`config.mk`:
```
export PLATFORM = sky130hd
export DESIGN_NAME = hpt_row
export DESIGN_NICKNAME = d
export VERILOG_FILES = /design/src/homogeneous_point_transform_macros.svh /design/src/hpt_pkg.sv /design/src/hpt_row.sv
export SDC_FILE = /design/constraint.sdc
export NUM_CORES = 2
export LEC_CHECK = 0
export ABC_AREA = 1
export BUFFER_PORTS_ARGS = -buffer_cell sky130_fd_sc_hd__buf_2
export CORE_UTILIZATION = 44
export DETAILED_ROUTE_END_ITERATION = 8
export PLACE_DENSITY = 0.62
export SYNTH_ARGS = -nofsm -noshare
export SYNTH_HDL_FRONTEND = slang
export SYNTH_SLANG_ARGS = --single-unit
```
`constraint.sdc`:
```
create_clock -name i_clk -period 9.95 [get_ports i_clk]
set_clock_uncertainty 0.2 [all_clocks]
set_input_delay 2.985 -clock i_clk [delete_from_list [all_inputs] [get_ports i_clk]]
set_output_delay 2.985 -clock i_clk [all_outputs]
set_load 0.02 [all_outputs]
```
`src/homogeneous_point_transform_macros.svh`:
```
// Assertion macros used by the point transform top level.
`ifndef HOMOGENEOUS_POINT_TRANSFORM_MACROS_SVH
`define HOMOGENEOUS_POINT_TRANSFORM_MACROS_SVH

// Same-cycle implication, checked out of reset.
`define HPT_ASSERT_NOW(lbl, ante, cons) \
    lbl: assert property (@(posedge i_clk) disable iff (!i_rst_n) (ante) |-> (cons)) \
        else $error("hpt same-cycle check failed");

// Next-cycle implication, checked out of reset.
`define HPT_ASSERT_NEXT(lbl, ante, cons) \
    lbl: assert property (@(posedge i_clk) disable iff (!i_rst_n) (ante) |=> (cons)) \
        else $error("hpt next-cycle check failed");

`endif

```
`src/hpt_pkg.sv`:
```
// Types and constants of the homogeneous point transform.
package hpt_pkg;

    localparam int COORD_W  = 32;
    localparam int COEF_W   = 16;
    localparam int PROD_W   = 48;
    localparam int ACC_W    = 50;
    localparam int FRAC_SH  = 12;
    localparam int ONE_SH   = 16;
    localparam int ROW_W    = 38;
    localparam int MAG_W    = 38;
    localparam int NUM_W    = 54;
    localparam int Q_W      = 32;
    localparam int ROW_LAT  = 2;
    localparam int DIV_LAT  = Q_W + 2;
    localparam int PIPE_LAT = ROW_LAT + DIV_LAT;
    localparam int CFG_IDX_W = 3;
    localparam int CFG_DATA_W = 64;

    localparam logic [CFG_IDX_W-1:0] CFG_ROW0 = 3'd0;
    localparam logic [CFG_IDX_W-1:0] CFG_ROW1 = 3'd1;
    localparam logic [CFG_IDX_W-1:0] CFG_ROW2 = 3'd2;
    localparam logic [CFG_IDX_W-1:0] CFG_ROW3 = 3'd3;

    localparam logic [CFG_DATA_W-1:0] ROW0_RESET = 64'h0000_0000_0000_1000;
    localparam logic [CFG_DATA_W-1:0] ROW1_RESET = 64'h0000_0000_1000_0000;
    localparam logic [CFG_DATA_W-1:0] ROW2_RESET = 64'h0000_1000_0000_0000;
    localparam logic [CFG_DATA_W-1:0] ROW3_RESET = 64'h1000_0000_0000_0000;

    typedef struct packed {
        logic signed [COORD_W-1:0] in_x;
        logic signed [COORD_W-1:0] in_y;
        logic signed [COORD_W-1:0] in_z;
    } t_in;

    typedef struct packed {
        logic signed [COORD_W-1:0] out_x;
        logic signed [COORD_W-1:0] out_y;
        logic signed [COORD_W-1:0] out_z;
        logic                      w_was_zero;
        logic                      saturated;
    } t_out;

    typedef struct packed {
        logic [NUM_W-1:0] num;
        logic [MAG_W-1:0] den;
        logic             neg;
    } t_div_req;

endpackage

```
`src/hpt_row.sv`:
```
// One matrix row: products in the first stage, sum in the second.
module hpt_row
    import hpt_pkg::*;
(
    input  logic                    i_clk,
    input  logic                    i_en,
    input  logic [CFG_DATA_W-1:0]   i_row,
    input  t_in                     i_pt,
    output logic signed [ROW_W-1:0] o_val
);

    logic signed [COEF_W-1:0] c0, c1, c2, c3;
    logic signed [PROD_W-1:0] n_p0, n_p1, n_p2;
    logic signed [ACC_W-1:0]  n_tr, n_sum;
    logic signed [PROD_W-1:0] r_p0, r_p1, r_p2;
    logic signed [ACC_W-1:0]  r_tr, r_sum;

    assign c0 = i_row[15:0];
    assign c1 = i_row[31:16];
    assign c2 = i_row[47:32];
    assign c3 = i_row[63:48];

    assign n_p0 = PROD_W'(c0) * PROD_W'(i_pt.in_x);
    assign n_p1 = PROD_W'(c1) * PROD_W'(i_pt.in_y);
    assign n_p2 = PROD_W'(c2) * PROD_W'(i_pt.in_z);
    assign n_tr = ACC_W'(c3) <<< ONE_SH;

    assign n_sum = ACC_W'(r_p0) + ACC_W'(r_p1) + ACC_W'(r_p2) + r_tr;

    always_ff @(posedge i_clk) begin
        if (i_en) begin
            r_p0  <= n_p0;
            r_p1  <= n_p1;
            r_p2  <= n_p2;
            r_tr  <= n_tr;
            r_sum <= n_sum;
        end
    end

    // An arithmetic shift floors towards minus infinity.
    assign o_val = ROW_W'(r_sum >>> FRAC_SH);

endmodule

```
==> results by group <==
Outcome
  • Result of the run: finished, violations left
  • Violated checks: design-rule violations

Finish
  • Area overhead of the layout relative to synthesis: 4.71%
  • NumNets Final: 10762
  • Summed area of non-filler cells in the final layout: 71900 um2
  • Area taken by flip-flops and latches: 5950 um2
  • Fill count: 15321
  • Share of final-layout standard cells stronger than drive strength 1: under 10%
  • Multi-input logic area: 51700 um2

Critical path
  • Worst reg2reg startpoint: r_p1[35]
  • Endpoint of the worst-slack reg-to-reg timing path: r_sum[38]
  • Arrival time of the worst setup path: roughly 9.1 ns
  • Reg2reg path depth: 10
  • Reg2reg setup slack: between 6 and 7 ns
  • Critical path cell sequence: buf_2 > nand2_1 > fa_1 > inv_1 > fa_1 > fa_1 > fa_1 > fa_1 > fa_1 > ha_1 > nand2_1 > nor2_1 > inv_1 > nor2_1 > nand2_1 > nor3_1 > nand2_1 > nand4_1 > nand2_1
  • Most prevalent standard cell on the critical path: sky130_fd_sc_hd__fa_1
  • Crit-path max cell delay: 0.82 ns
  • CP max FO: 32
  • Required time of the worst setup path: ~10 ns
  • Library cell contributing the largest single delay on the critical path: sky130_fd_sc_hd__fa_1
  • Worst setup path category: primary input to flip-flop
  • Critical Path Source Type: primary input
  • Kind of end point of the critical path: flip-flop
  • Kind of cell with the highest combined delay on the critical path: adder cells
  • Sum of buffers and inverters on the critical path: 3

Worst hold path
  • Hold Path Sink: r_sum[16]
  • Min-Delay Startpoint: r_tr[16]
  • Number of cells on the worst hold path: 3
  • Type of the most critical hold path: flip-flop to flip-flop

STA
  • Fmax achieved: 111 MHz
  • Least-Margin Pin Slew: 1.08 ns
  • Final number of setup-violating endpoints: 0
  • Fin crit share: between 90% and 100%
  • Worst rel slew slack: 27.9%
  • Total Neg Setup Slack: 0 ns
  • Setup repair after global routing missed its margin: no
  • Minimum clock period after layout: 9.05 ns
  • Hold violation total from the final report: 0
  • Final slew viol count: 0

Floorplan
  • Die ar.: 158000 um2
  • Core Box Area: 154000 um2
  • Number of I/O pins: 200
  • Core Rows: 144
  • Die height: approximately 400 um
  • Die width: 397 um
  • Initial Utilization: 44.5%

Clock network
  • Cts bufs inserted: 17
  • Post-CTS Hold Fix Bufs: 0
  • Latest clock arrival within the worst-skew pair: ~0.48 ns
  • Max H-tree Level: 4
  • Number of clock sinks seen by CTS: 198
  • Post-CTS setup buffer count: 0
  • Clock slew at the register clock pins of the worst setup and hold paths: 0.07 ns
  • Clock tree from TritonCTS: done
  • Max clock buf depth: 2
  • Root buffer selected by CTS: sky130_fd_sc_hd__clkbuf_16
  • Post-cts gate resize count: 0

Global routing
  • GRT Residual Overflow: 0
  • Overall fraction of global-route tracks in use: 25.5%
  • Vias in the first global route: 56089
  • First-pass GRT wire length: 313000 um
  • Number of antenna violations at the first check in global routing: 3
  • Largest net degree at the start of global routing: 80

Place
  • Placed wire-length estimate: roughly 170000 um
  • Number of buffer cells added on primary ports: 199
  • Routability congestion estimate: between 0.9 and 1
  • Instance area at placement: 71300 um2

Route
  • Total via count after detailed routing: 53333
  • DRT Pass-1 Iters: 9
  • Count of nets left with antenna violations after detail routing: 0
  • Post-route DRC violation count: 30
  • 1st-iter DRT viols: approximately 4300
  • Wire length per cell: 18.2 um
  • Total routed wirelength: approximately 200000 um
  • Number of vias per cell after detailed routing: 4.98

Logic synthesis
  • Avg Inst Size Synth: 7.87 um2
  • Cell variety after synth: 37
  • Share of the synthesized area in the top cell type: between 40 and 50%
  • Commonest register cell after synthesis: sky130_fd_sc_hd__edfxtp_1
  • Top cells by instance count after synthesis: 2604 x sky130_fd_sc_hd__inv_1, 2370 x sky130_fd_sc_hd__nand2_1, 1538 x sky130_fd_sc_hd__fa_1, 403 x sky130_fd_sc_hd__ha_1, 376 x sky130_fd_sc_hd__nor2_1
  • Main area contributors after synthesis: sky130_fd_sc_hd__fa_1 45%, sky130_fd_sc_hd__inv_1 14%, sky130_fd_sc_hd__nand2_1 13%
  • Post-synthesis register bit count: 198
  • Cell count after synthesis: 8725
  • Total number of yosys warnings: 0
  • Post-synth EDFFs: 198
  • Sequential cell area fraction in the yosys report: under 10%
  • Async S/R FF share, synth: 0%
  • Net count after synthesis: approximately 11000
  • Summed instance area of the synthesized netlist: 68600 um2
  • Largest area contributor in the synthesized netlist: sky130_fd_sc_hd__fa_1
  • Cell with the most instances after synthesis: sky130_fd_sc_hd__inv_1

Job
  • # Max-Cap Violations: 0
==> flip-flops by register name, summed over array words and instances, names as in the netlist <==
name   cells
r_p2      48
r_p1      48
r_p0      48
r_tr      16
r_sum     38
==> final cells by class <==
type / count / share of cell area, %
clock buffers: 17 / 0.592
inverters: 2606 / 13.6
well taps: 2044 / 3.56
clock inverters: 15 / 0.258
flip-flops and latches: 198 / 8.27
multi-input cells: 5605 / 72.0
diodes: 2 / 0.00696
repair buffers: 231 / 1.73
==> through the flow <==
stage	hold WS (ns)	util [%]	setup WS [ns]	instances
floorplan	0.691	-	1.41	8725
global route	0.938	46.5	0.640	10716
CTS	0.888	46.5	0.966	10716
detailed placement	0.860	46.1	0.441	10684
finish	0.882	46.5	0.903	10718
global placement	0.892	46.1	0.469	10684
==> cell usage in the layout (no fill, tap or decap), types with 2 or more instances in the layout <==
master and n:
sky130_fd_sc_hd__a21o_1 11, sky130_fd_sc_hd__a21oi_1 240, sky130_fd_sc_hd__a21oi_2 12, sky130_fd_sc_hd__and2_1 5
sky130_fd_sc_hd__buf_2 198, sky130_fd_sc_hd__buf_4 32, sky130_fd_sc_hd__clkbuf_16 17, sky130_fd_sc_hd__clkinv_4 3
sky130_fd_sc_hd__clkinv_8 3, sky130_fd_sc_hd__diode_2 2, sky130_fd_sc_hd__edfxtp_1 198, sky130_fd_sc_hd__fa_1 1538
sky130_fd_sc_hd__ha_1 403, sky130_fd_sc_hd__inv_1 2604, sky130_fd_sc_hd__inv_2 2, sky130_fd_sc_hd__inv_8 6
sky130_fd_sc_hd__nand2_1 2370, sky130_fd_sc_hd__nand2_2 38, sky130_fd_sc_hd__nand2_4 2, sky130_fd_sc_hd__nand3_1 152
sky130_fd_sc_hd__nand3_2 13, sky130_fd_sc_hd__nand3b_1 6, sky130_fd_sc_hd__nand4_1 64, sky130_fd_sc_hd__nor2_1 376
sky130_fd_sc_hd__nor2_2 27, sky130_fd_sc_hd__nor2_4 2, sky130_fd_sc_hd__nor3_1 17, sky130_fd_sc_hd__nor3_2 7
sky130_fd_sc_hd__o21a_1 11, sky130_fd_sc_hd__o21ai_0 128, sky130_fd_sc_hd__o21ai_1 12, sky130_fd_sc_hd__o21bai_1 15
sky130_fd_sc_hd__or2_2 20, sky130_fd_sc_hd__xnor2_1 45, sky130_fd_sc_hd__xor2_1 83
==> worst min-delay path: cells and delay by family, from the launching register on <==
kind / cells / cell delay [ns]
xor gates and xnor gates: 1 / 0.11
adders and majority gates: 2 / 0.38
DFF: 1 / 0.41
==> worst max-delay path by stage <==
| stage | from | endpoint | slack [ns] | depth (start not counted) |
|---|---|---|---|---|
| after global routing | i_row[36] | r_p2[46] | 0.64 | 19 |
| after detailed placement | i_row[36] | r_p2[45] | 0.44 | 21 |
| after global placement | i_row[36] | r_p2[44] | 0.47 | 19 |
| after CTS | i_row[36] | r_p2[45] | 0.97 | 21 |
| final | i_row[36] | r_p2[44] | 0.90 | 19 |
| after floorplan | i_pt[95] | r_p0[46] | 1.41 | 22 |
==> metal layers <==
layer / share of wire (%) / track usage [%]
met5: 0 / 0
met4: 1.8 / 4.69
met3: 6.5 / 2.32
met2: 47 / 41.8
met1: 45 / 37.0
==> logic make-up after synthesis <==
group,synth area share (%)
AND/OR/NAND/NOR,18.1
buffers and inverters,16.0
adder cells (fa/ha/maj),52.2
flip-flops,8.66
AO/OA/AOI/OAI,3.37
XOR/XNOR,1.66
Power is left out: the tool's default activity adds up to more than one toggle a clock period on the data nets, which glitch-free logic cannot reach.
